**config.mk**
```make
export PLATFORM = sky130hd
export DESIGN_NAME = ipv4_forwarding_decision
export DESIGN_NICKNAME = d
export VERILOG_FILES = /design/src/hw/rtl/ipvfd_pkg.sv /design/src/hw/rtl/ipvfd_ram.sv /design/src/hw/rtl/ipvfd_ctrl.sv /design/src/hw/rtl/ipvfd_dp.sv /design/src/hw/rtl/ipv4_forwarding_decision.sv
export SDC_FILE = /design/constraint.sdc
export NUM_CORES = 2
export LEC_CHECK = 0
export BUFFER_PORTS_ARGS = -buffer_cell sky130_fd_sc_hd__buf_2
export CAP_MARGIN = 20
export CORE_UTILIZATION = 50
export CTS_BUF_LIST = sky130_fd_sc_hd__clkbuf_2
export DETAILED_ROUTE_END_ITERATION = 16
export PLACE_DENSITY = 0.7
export SLEW_MARGIN = 10
export SYNTH_ARGS = -nofsm -noshare
export SYNTH_HDL_FRONTEND = slang
export SYNTH_HIERARCHICAL = 1
export SYNTH_SLANG_ARGS = --single-unit
```
**constraint.sdc**
```tcl
create_clock -name clock -period 13.5 [get_ports clock]
set_clock_uncertainty 0.15 [all_clocks]
set_input_delay 3.375 -clock clock [delete_from_list [all_inputs] [get_ports clock]]
set_output_delay 3.375 -clock clock [all_outputs]
set_load 0.05 [all_outputs]
```
**src/hw/rtl/ipvfd_pkg.sv**
```systemverilog
`timescale 1ns / 1ps
// ----------------------------------------------------------------------------
// ipvfd_pkg
// Types and constants shared by the IPv4 forwarding decision block.
// ----------------------------------------------------------------------------
package ipvfd_pkg;

   localparam logic [1:0] FUNC_CLEAR    = 2'd0;
   localparam logic [1:0] FUNC_APPEND   = 2'd1;
   localparam logic [1:0] FUNC_CLASSIFY = 2'd2;

   localparam logic [2:0] ACT_DONE          = 3'd0;
   localparam logic [2:0] ACT_DROP          = 3'd1;
   localparam logic [2:0] ACT_FORWARD       = 3'd2;
   localparam logic [2:0] ACT_ECHO          = 3'd3;
   localparam logic [2:0] ACT_TIME_EXCEEDED = 3'd4;
   localparam logic [2:0] ACT_NET_UNREACH   = 3'd5;
   localparam logic [2:0] ACT_PORT_UNREACH  = 3'd6;
   localparam logic [2:0] ACT_ARP           = 3'd7;

   localparam logic [15:0] ETH_TYPE_IPV4  = 16'h0800;
   localparam logic [15:0] ETH_TYPE_ARP   = 16'h0806;
   localparam logic [15:0] MIN_ETH_LEN    = 16'd14;
   localparam logic [15:0] MIN_IP_LEN     = 16'd34;
   localparam logic [15:0] MIN_ICMP_LEN   = 16'd38;
   localparam logic [3:0]  IP_VERSION_4   = 4'd4;
   localparam logic [7:0]  PROTO_ICMP     = 8'd1;
   localparam logic [7:0]  ICMP_ECHO_REQ  = 8'd8;

   localparam logic [2:0] REG_IFACE0_IP   = 3'd0;
   localparam logic [2:0] REG_IFACE1_IP   = 3'd1;
   localparam logic [2:0] REG_IFACE2_IP   = 3'd2;
   localparam logic [2:0] REG_IFACE3_IP   = 3'd3;
   localparam logic [2:0] REG_IFACE_COUNT = 3'd4;

   localparam int IFACES = 4;

   typedef struct packed {
      logic [1:0]  func;
      logic [31:0] addr_a;
      logic [31:0] addr_b;
      logic [31:0] gateway;
      logic [1:0]  route_port;
      logic [15:0] frame_len;
      logic [15:0] frame_type;
      logic [3:0]  ip_version;
      logic        checksum_ok;
      logic [7:0]  ttl;
      logic [7:0]  protocol;
      logic [7:0]  icmp_kind;
   } req_item_type;

   typedef struct packed {
      logic [2:0]  action;
      logic [31:0] next_hop;
      logic [1:0]  out_port;
      logic [7:0]  new_ttl;
      logic [31:0] reply_src_ip;
      logic        table_full;
   } rsp_item_type;

   typedef struct packed {
      logic [31:0] dest;
      logic [31:0] mask;
      logic [31:0] gw;
      logic [1:0]  port;
   } route_entry_type;

   typedef struct packed {
      logic capture;
      logic eval;
      logic walk_step;
      logic retry;
      logic finish_hit;
      logic finish_drop;
      logic emit;
   } ctrl_cmd_type;

   typedef struct packed {
      logic direct;
      logic walk_done;
      logic found;
      logic retry_ok;
      logic out_free;
   } dp_status_type;

endpackage

```
**src/hw/rtl/ipvfd_ram.sv**
```systemverilog
`timescale 1ns / 1ps
// ----------------------------------------------------------------------------
// ipvfd_ram
// Generic single-write, single-read RAM with registered read data.
// ----------------------------------------------------------------------------
module ipvfd_ram #(
   parameter int WIDTH = 32,
   parameter int DEPTH = 16
) (
   input  logic                                     clock,
   input  logic                                     wr_en,
   input  logic [((DEPTH > 1) ? $clog2(DEPTH) : 1)-1:0] wr_addr,
   input  logic [WIDTH-1:0]                         wr_data,
   input  logic                                     rd_en,
   input  logic [((DEPTH > 1) ? $clog2(DEPTH) : 1)-1:0] rd_addr,
   output logic [WIDTH-1:0]                         rd_data
);

   logic [WIDTH-1:0] mem_ff [DEPTH];
   logic [WIDTH-1:0] rd_data_ff;

   always_ff @(posedge clock) begin
      if (wr_en) begin
         mem_ff[wr_addr] <= wr_data;
      end
      if (rd_en) begin
         rd_data_ff <= mem_ff[rd_addr];
      end
   end

   assign rd_data = rd_data_ff;

endmodule

```
**src/hw/rtl/ipvfd_ctrl.sv**
```systemverilog
`timescale 1ns / 1ps
// ----------------------------------------------------------------------------
// ipvfd_ctrl
// Sequencer: take a request, evaluate it, walk the route table if needed, emit result.
// ----------------------------------------------------------------------------
module ipvfd_ctrl import ipvfd_pkg::*; (
   input  logic          clock,
   input  logic          reset,
   input  logic          req_tvalid,
   output logic          req_tready,
   input  dp_status_type status,
   output ctrl_cmd_type  cmd
);

   localparam logic [1:0] S_IDLE = 2'd0;
   localparam logic [1:0] S_EVAL = 2'd1;
   localparam logic [1:0] S_WALK = 2'd2;
   localparam logic [1:0] S_OUT  = 2'd3;

   logic [1:0] state_ff;
   logic [1:0] state_in;

   always_comb begin
      state_in   = state_ff;
      cmd        = '0;
      req_tready = 1'b0;
      case (state_ff)
         S_IDLE: begin
            req_tready  = 1'b1;
            cmd.capture = req_tvalid;
            if (req_tvalid) begin
               state_in = S_EVAL;
            end
         end
         S_EVAL: begin
            cmd.eval = 1'b1;
            state_in = status.direct ? S_OUT : S_WALK;
         end
         S_WALK: begin
            cmd.walk_step = 1'b1;
            if (status.walk_done) begin
               if (status.found) begin
                  cmd.finish_hit = 1'b1;
                  state_in       = S_OUT;
               end else if (status.retry_ok) begin
                  cmd.retry = 1'b1;
               end else begin
                  cmd.finish_drop = 1'b1;
                  state_in        = S_OUT;
               end
            end
         end
         S_OUT: begin
            if (status.out_free) begin
               cmd.emit = 1'b1;
               state_in = S_IDLE;
            end
         end
         default: begin
            state_in = S_IDLE;
         end
      endcase
   end

   always_ff @(posedge clock) begin
      if (reset) begin
         state_ff <= S_IDLE;
      end else begin
         state_ff <= state_in;
      end
   end

   assert property (@(posedge clock) disable iff (reset)
      (cmd.capture |=> state_ff == S_EVAL))
      else $error("accepted request did not move to evaluation");

   assert property (@(posedge clock) disable iff (reset)
      (cmd.emit |-> !(cmd.finish_hit || cmd.finish_drop || cmd.eval)))
      else $error("emit overlaps with result update");

   assert property (@(posedge clock) disable iff (reset)
      ((state_ff == S_WALK && status.walk_done && !status.found && !status.retry_ok)
       |=> state_ff == S_OUT))
      else $error("failed walk did not end in drop");

endmodule

```
**src/hw/rtl/ipvfd_dp.sv**
```systemverilog
`timescale 1ns / 1ps
// ----------------------------------------------------------------------------
// ipvfd_dp
// Datapath: request hold, header checks, route table walk, result registers.
// ----------------------------------------------------------------------------
module ipvfd_dp import ipvfd_pkg::*; #(
   parameter int ROUTES = 16,
   parameter int PORTS  = 4
) (
   input  logic                   clock,
   input  logic                   reset,
   input  ctrl_cmd_type           cmd,
   output dp_status_type          status,
   input  req_item_type           req_item,
   input  logic [IFACES-1:0][31:0] iface_ip,
   input  logic [2:0]             iface_count,
   input  logic                   rsp_tready,
   output logic                   rsp_tvalid,
   output rsp_item_type           rsp_item
);

   localparam int AW = (ROUTES > 1) ? $clog2(ROUTES) : 1;
   localparam int CW = $clog2(ROUTES + 1);
   localparam int RW = $bits(route_entry_type);

   req_item_type    item_ff, item_in;
   rsp_item_type    res_ff, res_in;
   rsp_item_type    out_ff, out_in;
   logic            out_vld_ff, out_vld_in;
   logic [CW-1:0]   count_ff, count_in;
   logic [CW-1:0]   idx_ff, idx_in;
   logic            cmp_vld_ff, cmp_vld_in;
   logic            found_ff, found_in;
   logic [31:0]     best_ff, best_in;
   logic [31:0]     hit_gw_ff, hit_gw_in;
   logic [1:0]      hit_port_ff, hit_port_in;
   logic [31:0]     key_ff, key_in;
   logic [2:0]      walk_act_ff, walk_act_in;

   route_entry_type wr_entry;
   route_entry_type rd_entry;
   logic [RW-1:0]   rd_raw;
   logic            wr_en;
   logic            rd_en;
   logic            full;
   logic [2:0]      active;
   logic            is_router;
   logic [7:0]      nt;
   logic            pre_direct;
   logic [2:0]      pre_act;
   logic [2:0]      pre_walk_act;
   logic [31:0]     pre_key;
   logic            hit;

   assign full   = (count_ff >= CW'(ROUTES));
   assign active = (iface_count > 3'(PORTS)) ? 3'(PORTS) : iface_count;
   assign nt     = item_ff.ttl - 8'd1;

   always_comb begin
      is_router = 1'b0;
      for (int i = 0; i < IFACES; i++) begin
         if ((3'(i) < active) && (iface_ip[i] == item_ff.addr_a)) begin
            is_router = 1'b1;
         end
      end
   end

   always_comb begin
      pre_direct   = 1'b1;
      pre_act      = ACT_DONE;
      pre_walk_act = ACT_FORWARD;
      pre_key      = item_ff.addr_b;
      if (item_ff.func == FUNC_CLASSIFY) begin
         if (item_ff.frame_len < MIN_ETH_LEN) begin
            pre_act = ACT_DROP;
         end else if (item_ff.frame_type == ETH_TYPE_ARP) begin
            pre_act = ACT_ARP;
         end else if (item_ff.frame_type != ETH_TYPE_IPV4) begin
            pre_act = ACT_DROP;
         end else if (item_ff.frame_len < MIN_IP_LEN || !item_ff.checksum_ok ||
                      item_ff.ip_version != IP_VERSION_4) begin
            pre_act = ACT_DROP;
         end else if (!is_router) begin
            pre_direct = 1'b0;
            if (nt == 8'd0) begin
               pre_walk_act = ACT_TIME_EXCEEDED;
            end else begin
               pre_walk_act = ACT_FORWARD;
               pre_key      = item_ff.addr_a;
            end
         end else if (item_ff.protocol == PROTO_ICMP) begin
            if (item_ff.frame_len < MIN_ICMP_LEN || item_ff.icmp_kind != ICMP_ECHO_REQ) begin
               pre_act = ACT_DROP;
            end else begin
               pre_direct   = 1'b0;
               pre_walk_act = ACT_ECHO;
            end
         end else begin
            pre_direct   = 1'b0;
            pre_walk_act = ACT_PORT_UNREACH;
         end
      end
   end

   assign wr_en          = cmd.eval && (item_ff.func == FUNC_APPEND) && !full;
   assign wr_entry.dest  = item_ff.addr_a;
   assign wr_entry.mask  = item_ff.addr_b;
   assign wr_entry.gw    = item_ff.gateway;
   assign wr_entry.port  = item_ff.route_port;
   assign rd_en          = cmd.walk_step && (idx_ff < count_ff);
   assign rd_entry       = route_entry_type'(rd_raw);

   ipvfd_ram #(
      .WIDTH (RW),
      .DEPTH (ROUTES)
   ) u_route_ram (
      .clock   (clock),
      .wr_en   (wr_en),
      .wr_addr (count_ff[AW-1:0]),
      .wr_data (wr_entry),
      .rd_en   (rd_en),
      .rd_addr (idx_ff[AW-1:0]),
      .rd_data (rd_raw)
   );

   assign hit = cmp_vld_ff &&
                ((key_ff & rd_entry.mask) == (rd_entry.dest & rd_entry.mask)) &&
                (rd_entry.mask >= best_ff);

   always_comb begin
      item_in     = cmd.capture ? req_item : item_ff;
      count_in    = count_ff;
      idx_in      = idx_ff;
      cmp_vld_in  = 1'b0;
      found_in    = found_ff;
      best_in     = best_ff;
      hit_gw_in   = hit_gw_ff;
      hit_port_in = hit_port_ff;
      key_in      = key_ff;
      walk_act_in = walk_act_ff;
      res_in      = res_ff;

      if (cmd.eval && item_ff.func == FUNC_CLEAR) begin
         count_in = '0;
      end else if (wr_en) begin
         count_in = count_ff + CW'(1);
      end

      if (cmd.eval || cmd.retry) begin
         idx_in   = '0;
         found_in = 1'b0;
         best_in  = '0;
         key_in   = cmd.eval ? pre_key : item_ff.addr_b;
         walk_act_in = cmd.eval ? pre_walk_act : ACT_NET_UNREACH;
      end else if (cmd.walk_step) begin
         cmp_vld_in = rd_en;
         if (rd_en) begin
            idx_in = idx_ff + CW'(1);
         end
         if (hit) begin
            found_in    = 1'b1;
            best_in     = rd_entry.mask;
            hit_gw_in   = rd_entry.gw;
            hit_port_in = rd_entry.port;
         end
      end

      if (cmd.eval) begin
         res_in            = '0;
         res_in.action     = pre_act;
         res_in.table_full = (item_ff.func == FUNC_APPEND) && full;
      end else if (cmd.finish_drop) begin
         res_in        = '0;
         res_in.action = ACT_DROP;
      end else if (cmd.finish_hit) begin
         res_in          = '0;
         res_in.action   = walk_act_ff;
         res_in.next_hop = hit_gw_ff;
         res_in.out_port = hit_port_ff;
         if (walk_act_ff inside {ACT_FORWARD, ACT_TIME_EXCEEDED, ACT_NET_UNREACH}) begin
            res_in.new_ttl = nt;
         end
         if (walk_act_ff inside {ACT_TIME_EXCEEDED, ACT_NET_UNREACH}) begin
            res_in.reply_src_ip = ({1'b0, hit_port_ff} < active) ? iface_ip[hit_port_ff] : '0;
         end else if (walk_act_ff inside {ACT_ECHO, ACT_PORT_UNREACH}) begin
            res_in.reply_src_ip = item_ff.addr_a;
         end
      end
   end

   always_comb begin
      out_in     = out_ff;
      out_vld_in = out_vld_ff && !rsp_tready;
      if (cmd.emit) begin
         out_in     = res_ff;
         out_vld_in = 1'b1;
      end
   end

   always_ff @(posedge clock) begin
      if (reset) begin
         count_ff   <= '0;
         out_vld_ff <= 1'b0;
         cmp_vld_ff <= 1'b0;
         idx_ff     <= '0;
         found_ff   <= 1'b0;
      end else begin
         count_ff   <= count_in;
         out_vld_ff <= out_vld_in;
         cmp_vld_ff <= cmp_vld_in;
         idx_ff     <= idx_in;
         found_ff   <= found_in;
      end
   end

   always_ff @(posedge clock) begin
      item_ff     <= item_in;
      res_ff      <= res_in;
      out_ff      <= out_in;
      best_ff     <= best_in;
      hit_gw_ff   <= hit_gw_in;
      hit_port_ff <= hit_port_in;
      key_ff      <= key_in;
      walk_act_ff <= walk_act_in;
   end

   assign status.direct    = pre_direct;
   assign status.walk_done = (idx_ff >= count_ff) && !cmp_vld_ff;
   assign status.found     = found_ff;
   assign status.retry_ok  = (walk_act_ff == ACT_FORWARD);
   assign status.out_free  = !out_vld_ff || rsp_tready;

   assign rsp_tvalid = out_vld_ff;
   assign rsp_item   = out_ff;

   assert property (@(posedge clock) disable iff (reset)
      (count_ff <= CW'(ROUTES)))
      else $error("route count beyond table depth");

   assert property (@(posedge clock) disable iff (reset)
      ((out_vld_ff && (out_ff.action == ACT_DROP || out_ff.action == ACT_ARP ||
                       out_ff.action == ACT_DONE))
       |-> (out_ff.next_hop == '0 && out_ff.new_ttl == '0 && out_ff.reply_src_ip == '0)))
      else $error("non-routed result carries route fields");

   assert property (@(posedge clock) disable iff (reset)
      ((out_vld_ff && out_ff.table_full) |-> out_ff.action == ACT_DONE))
      else $error("table full flag on a non-table result");

   assert property (@(posedge clock) disable iff (reset)
      ((out_vld_ff && out_ff.action == ACT_FORWARD) |-> out_ff.new_ttl != 8'd0))
      else $error("forwarded packet with expired ttl");

endmodule

```
**src/hw/rtl/ipv4_forwarding_decision.sv**
```systemverilog
`timescale 1ns / 1ps
// ----------------------------------------------------------------------------
// ipv4_forwarding_decision
// Router forwarding decision with a longest-prefix-match route table.
// ----------------------------------------------------------------------------
// Table ops and header-only decisions go from accept through evaluation to rsp_tvalid.
// Routed requests walk the route table one entry per cycle over the N stored routes;
// a forward miss walks the table twice, the second time back toward the source.
// One request in flight: the next is accepted once the result loads into the output
// register, and rsp stalls delay that load.
// Reset clears the route count, interface registers and control; entries stay.
module ipv4_forwarding_decision import ipvfd_pkg::*; #(
   parameter int ROUTES = 16,
   parameter int PORTS  = 4
) (
   input  logic         clock,
   input  logic         reset,
   input  logic         req_tvalid,
   output logic         req_tready,
   // addr_a, addr_b, gateway, route_port, frame_len, frame_type, ip_version,
   // checksum_ok, ttl, protocol, icmp_kind, zero pad
   input  logic [159:0] req_tdata,
   // func
   input  logic [1:0]   req_tuser,
   output logic         rsp_tvalid,
   input  logic         rsp_tready,
   // next_hop, out_port, new_ttl, reply_src_ip, table_full, zero pad
   output logic [79:0]  rsp_tdata,
   // action
   output logic [2:0]   rsp_tuser,
   input  logic         csr_psel,
   input  logic         csr_penable,
   input  logic         csr_pwrite,
   input  logic [4:0]   csr_paddr,
   input  logic [31:0]  csr_pwdata,
   output logic [31:0]  csr_prdata,
   output logic         csr_pready
);

   logic [IFACES-1:0][31:0] iface_ip_ff, iface_ip_in;
   logic [2:0]              iface_count_ff, iface_count_in;
   logic                    csr_wr;
   logic [2:0]              csr_idx;
   req_item_type            req_item;
   rsp_item_type            rsp_item;
   ctrl_cmd_type            cmd;
   dp_status_type           status;

   assign csr_pready = 1'b1;
   assign csr_idx    = csr_paddr[4:2];
   assign csr_wr     = csr_psel && csr_penable && csr_pwrite && csr_pready;

   always_comb begin
      iface_ip_in    = iface_ip_ff;
      iface_count_in = iface_count_ff;
      if (csr_wr) begin
         case (csr_idx)
            REG_IFACE0_IP:   iface_ip_in[0] = csr_pwdata;
            REG_IFACE1_IP:   iface_ip_in[1] = csr_pwdata;
            REG_IFACE2_IP:   iface_ip_in[2] = csr_pwdata;
            REG_IFACE3_IP:   iface_ip_in[3] = csr_pwdata;
            REG_IFACE_COUNT: iface_count_in = csr_pwdata[2:0];
            default: begin
            end
         endcase
      end
   end

   always_comb begin
      case (csr_idx)
         REG_IFACE0_IP:   csr_prdata = iface_ip_ff[0];
         REG_IFACE1_IP:   csr_prdata = iface_ip_ff[1];
         REG_IFACE2_IP:   csr_prdata = iface_ip_ff[2];
         REG_IFACE3_IP:   csr_prdata = iface_ip_ff[3];
         REG_IFACE_COUNT: csr_prdata = {29'd0, iface_count_ff};
         default:         csr_prdata = '0;
      endcase
   end

   always_ff @(posedge clock) begin
      if (reset) begin
         iface_ip_ff    <= '0;
         iface_count_ff <= '0;
      end else begin
         iface_ip_ff    <= iface_ip_in;
         iface_count_ff <= iface_count_in;
      end
   end

   assign req_item.func        = req_tuser;
   assign req_item.addr_a      = req_tdata[31:0];
   assign req_item.addr_b      = req_tdata[63:32];
   assign req_item.gateway     = req_tdata[95:64];
   assign req_item.route_port  = req_tdata[97:96];
   assign req_item.frame_len   = req_tdata[113:98];
   assign req_item.frame_type  = req_tdata[129:114];
   assign req_item.ip_version  = req_tdata[133:130];
   assign req_item.checksum_ok = req_tdata[134];
   assign req_item.ttl         = req_tdata[142:135];
   assign req_item.protocol    = req_tdata[150:143];
   assign req_item.icmp_kind   = req_tdata[158:151];

   assign rsp_tuser = rsp_item.action;
   assign rsp_tdata = {5'd0, rsp_item.table_full, rsp_item.reply_src_ip,
                       rsp_item.new_ttl, rsp_item.out_port, rsp_item.next_hop};

   ipvfd_ctrl u_ctrl (
      .clock      (clock),
      .reset      (reset),
      .req_tvalid (req_tvalid),
      .req_tready (req_tready),
      .status     (status),
      .cmd        (cmd)
   );

   ipvfd_dp #(
      .ROUTES (ROUTES),
      .PORTS  (PORTS)
   ) u_dp (
      .clock       (clock),
      .reset       (reset),
      .cmd         (cmd),
      .status      (status),
      .req_item    (req_item),
      .iface_ip    (iface_ip_ff),
      .iface_count (iface_count_ff),
      .rsp_tready  (rsp_tready),
      .rsp_tvalid  (rsp_tvalid),
      .rsp_item    (rsp_item)
   );

endmodule

```
==> impl_results.md <==
- Number of top-level pins: about 320
- Routability cong.: 0.8807
- Netlist Area Pre-Place: 0.08698 sq mm
- Proportion of layout cells with a drive suffix above 1: 0.3217
- Average size of a mapped cell: 19.27 sq um
- Most area-consuming cells after synthesis: sky130_fd_sc_hd__edfxtp_1 68%, sky130_fd_sc_hd__mux4_2 12%, sky130_fd_sc_hd__dfxtp_1 5.8%
- Post-DR wirelength/cell: 27.54 um
- CP Launch Point: csr_paddr[2]
- Buffers and inverters on the worst path: 3
- Switching power: 3.891 mW
- Starting density of the core: 0.5054
- Number of setup buffers added after CTS: 0
- Total leakage power: 32.17 nW
- Sinks on the clock net: between 2000 and 2500
- Width of the die: 419.1 um
- Total negative setup slack: 0 ns
- Chain of cells forming the critical path: buf_2 -> buf_4 -> mux4_2 -> nor2b_1 -> buf_2
- Arrival time at the worst endpoint: 5.16 ns
- Post-synthesis async set-or-reset flop share: 0
- Area fraction of the dominant cell type after synthesis: 0.6825
- Flop2flop setup slack: 7.72 ns
- Combinational cell fraction of total power: 0.091
- Count of port buffers added during placement: 313
- Highest metal layer with signal wires: met5
- Clock latency on the worst-skew pair: 1.87 ns
- GRT Resource Usage Total: 0.2496
- Detailed-route via count: 46590
- Overall routed net length: 218800 um
- Gate Count Post-Synth: 4514
- Clock root cell: sky130_fd_sc_hd__clkbuf_2
- Area enclosed by the die boundary: 0.1756 sq mm
- Worst hold path type: reg -> reg
- Worst VDD drop: 0.0001166 V
- Type of destination of the critical path: output port
- Initial drt markers: 4528
- Global-route congestion overflow total: 0
- First-pass detailed-route iteration total: 7
- Post-detailed-route count of antenna-violating nets: 0
- Count of flip-flops with a built-in enable after synthesis: 1977
- Setup Crit Path Kind: in -> out
- Endpoints failing hold: 0
- Tot Pwr: 14.12 mW
- Most instantiated flip-flop cell in the synthesis netlist: sky130_fd_sc_hd__edfxtp_1
- Result of the run: completed
- Fraction of power consumed by the clock network: 0.318
- Reg2reg start: u_ctrl/state_ff[0]
- Clock-pin transition on the worst setup and hold timing paths: 0.09 ns
- Critical path peak fanout: 39
- Synth Register Bits: approximately 2200
- Crit-path most repeated cell: sky130_fd_sc_hd__buf_2
- Power Dens Cells: about 150 mW/mm^2
- Clock tree from TritonCTS: built
- Buffer depth of the longest clock path: 4
- DP HPWL: approximately 120000 um
- CP endpoint: csr_prdata[4]
- Final layout net count: 5491
- Count of pins over their slew limit: 0
- Number of antenna violations at the first check in global routing: 16
- Count of cell types in the netlist: 70
- Count of endpoints failing setup in the final report: 0
- Number of rows created at floorplan: 152
- Layout Area Growth over Synthesis: 10.41%
- Length of routed met3 wiring: 18410 um
- Critical-path cell with the highest stage delay: sky130_fd_sc_hd__buf_4
- Met2 wire length: between 100000 and 150000 um
- Reg-to-reg endpoint: u_dp/u_route_ram/mem_ff[2][35]
- Depth of the most critical reg-to-reg path: 7
- Inserted Clock Buffers: 571
- Number of cells upsized or downsized after cts: 0
- Via count of the first global-routing pass: 47140
- Fraction of power spent switching nets: 0.2756
- Cts-stage hold buffer count: 0
- Worst path required time: 9.97 ns
- Via density per instance: 5.863
- Internal power: 10.23 mW
- Count of max-cap constraint violations: 0
- Largest net degree at the start of global routing: 122
- Unrepaired setup endpoints after global routing: false
- Slew @ Worst Pin: 1.260 ns
- Share of the yosys chip area belonging to registers: 0.7405
- Routed length on met1: 86230 um
- Die outline height: 419.1 um
- Shortest period the worst path allows: 8.683 ns
- Total number of cells along the worst setup path: 5
- Global-route wire length before repair: 313700 um
- Period utilization: 0.6432
- Area of the core region: 0.1721 sq mm
- Register share of total power: 0.591
- Max stage delay on crit path: roughly 0.57 ns
- Fmax: between 100 and 150 MHz
- Family with the most delay on the worst path: buffers and inverters
- Count of warnings emitted by yosys: 6
- Remaining design rule violation count: 0
- Setup crit start kind: input pin
- CTS H-tree depth: 6
- Yosys top cell by area: sky130_fd_sc_hd__edfxtp_1
- Relative slew margins: 0.1598
worst reg2reg max path, stage by stage (launching register included):
cell	delay, ns
sky130_fd_sc_hd__dfxtp_1	0.43
sky130_fd_sc_hd__ha_1	0.48
sky130_fd_sc_hd__inv_1	0.21
sky130_fd_sc_hd__nor4_2	0.90
sky130_fd_sc_hd__or3b_2	0.64
sky130_fd_sc_hd__nor2_4	0.82
sky130_fd_sc_hd__buf_4	0.97
sky130_fd_sc_hd__buf_4	0.74
worst min-delay path by stage:
stage,slack (ns),end,startpoint,cells after the start
finish,0.22,u_dp/rsp_item[20],u_dp/res_ff[20],0
global route,0.24,u_dp/rsp_item[20],u_dp/res_ff[20],0
CTS,0.22,u_dp/rsp_item[31],u_dp/res_ff[31],0
detailed placement,0.26,u_dp/rsp_item[76],u_dp/res_ff[76],0
global placement,0.25,u_dp/hit_gw_ff[26],u_dp/u_route_ram/rd_data[28],0
floorplan,0.25,u_dp/hit_gw_ff[0],u_dp/u_route_ram/rd_data[2],0
layout make-up:
class / instances / area, sq um
multi-input combinational: 1967 / 21110
clock buffer: 813 / 4069
tap: 2310 / 2890
timing repair buffer: 413 / 2420
inverter: 56 / 210.2
sequential: 2229 / 64420
fill: 13370 / 76080
antenna: 14 / 35.03
clock inverter: 143 / 887.1
placed cells by master (no fill, tap or decap), types with 25 or more instances in the layout:
cell and count:
sky130_fd_sc_hd__xor2_1 101, sky130_fd_sc_hd__mux2_4 30, sky130_fd_sc_hd__nor2_1 89, sky130_fd_sc_hd__dfxtp_1 250, sky130_fd_sc_hd__buf_4 93, sky130_fd_sc_hd__mux2i_1 199
sky130_fd_sc_hd__clkinv_1 101, sky130_fd_sc_hd__nand2_1 254, sky130_fd_sc_hd__mux4_2 453, sky130_fd_sc_hd__nand2b_1 206, sky130_fd_sc_hd__a22oi_1 203, sky130_fd_sc_hd__xnor2_1 67
sky130_fd_sc_hd__a311oi_1 33, sky130_fd_sc_hd__clkbuf_2 813, sky130_fd_sc_hd__a21oi_1 26, sky130_fd_sc_hd__ha_1 47, sky130_fd_sc_hd__nand4_1 37, sky130_fd_sc_hd__edfxtp_1 1977
sky130_fd_sc_hd__nor4_1 25, sky130_fd_sc_hd__nor2b_1 34, sky130_fd_sc_hd__buf_2 312, sky130_fd_sc_hd__inv_1 55
power groups by stage:
stage / sequential [mW] / combinational (mW) / clock (mW)
3_3_place_gp: 8.48 / 1.27 / 0
3_5_place_dp: 8.50 / 1.29 / 0
2_1_floorplan: 8.55 / 0.641 / 0
6_report: 8.34 / 1.28 / 4.50
5_1_grt: 8.39 / 1.35 / 4.96
4_1_cts: 8.35 / 1.29 / 4.63
cells by family (layout without fill, tap and decap cells):
logic type	after synthesis	after routing	share of synthesized area
adder cells (fa/ha/maj)	47	47	0.006761
XOR/XNOR	168	168	0.01692
buffers and inverters	322	1425	0.01902
AO/OA/AOI/OAI	308	308	0.02598
flip-flops	2229	2229	0.7405
multiplexers	687	687	0.1460
other	2	20	0.00008634
AND/OR/NAND/NOR	751	751	0.04473
synth_stat cells, drive strengths merged, types with 2 or more instances:
library cell / number
a211o: 2
a21o: 5
a21oi: 27
a222oi: 2
a22oi: 203
a311oi: 33
a31o: 2
and2: 7
and2b: 3
and3: 3
and3b: 2
and4: 5
and4b: 4
buf: 164
clkbuf: 102
conb: 2
dfxtp: 252
edfxtp: 1977
ha: 47
inv: 56
mux2: 35
mux2i: 199
mux4: 453
nand2: 254
nand2b: 206
nand3: 19
nand3b: 5
nand4: 37
nor2: 104
nor2b: 37
nor3: 18
nor3b: 6
nor4: 29
nor4b: 3
o21ai: 18
o22ai: 6
o41ai: 2
or2: 2
or3: 3
or4: 2
xnor2: 67
xor2: 101
sequential cells by signal, indices dropped and copies added, names as in the netlist:
register and cells:
u_dp/walk_act_ff 3, u_dp/key_ff 32, u_dp/hit_port_ff 2, u_dp/best_ff 32, u_ctrl/state_ff 2, u_dp/res_ff 78
u_dp/hit_gw_ff 32, u_dp/u_route_ram/rd_data 98, u_dp/rsp_tvalid 1, u_dp/u_route_ram/mem_ff 1568, u_dp/count_ff 5, u_dp/item_ff 160
u_dp/rsp_item 78, iface_ip_ff 128, u_dp/idx_ff 5, iface_count_ff 3, u_dp/cmp_vld_ff 1, u_dp/found_ff 1
per-layer routing:
metal  global-route usage  vias to the layer above
li1                     -                    19760
met1               0.3311                    24110
met2               0.4088                     2346
met3              0.05461                      360
met4              0.08636                       10
met5                    0                        -
per-stage QoR:
stage | setup slack [ns] | area, sq um | utilization | hold WS, ns | instances
after global routing | 4.649 | 96030 | 0.5580 | 0.2353 | 7944
after detailed placement | 4.762 | 91040 | 0.5290 | 0.2554 | 6975
final | 4.817 | 96040 | 0.5580 | 0.2222 | 7945
after CTS | 4.757 | 96000 | 0.5578 | 0.2244 | 7931
after floorplan | 4.000 | 87000 | - | 0.2503 | 4518
after global placement | 4.748 | 91040 | 0.5290 | 0.2542 | 6975
Note: power is estimated with default switching activity, not from simulation.
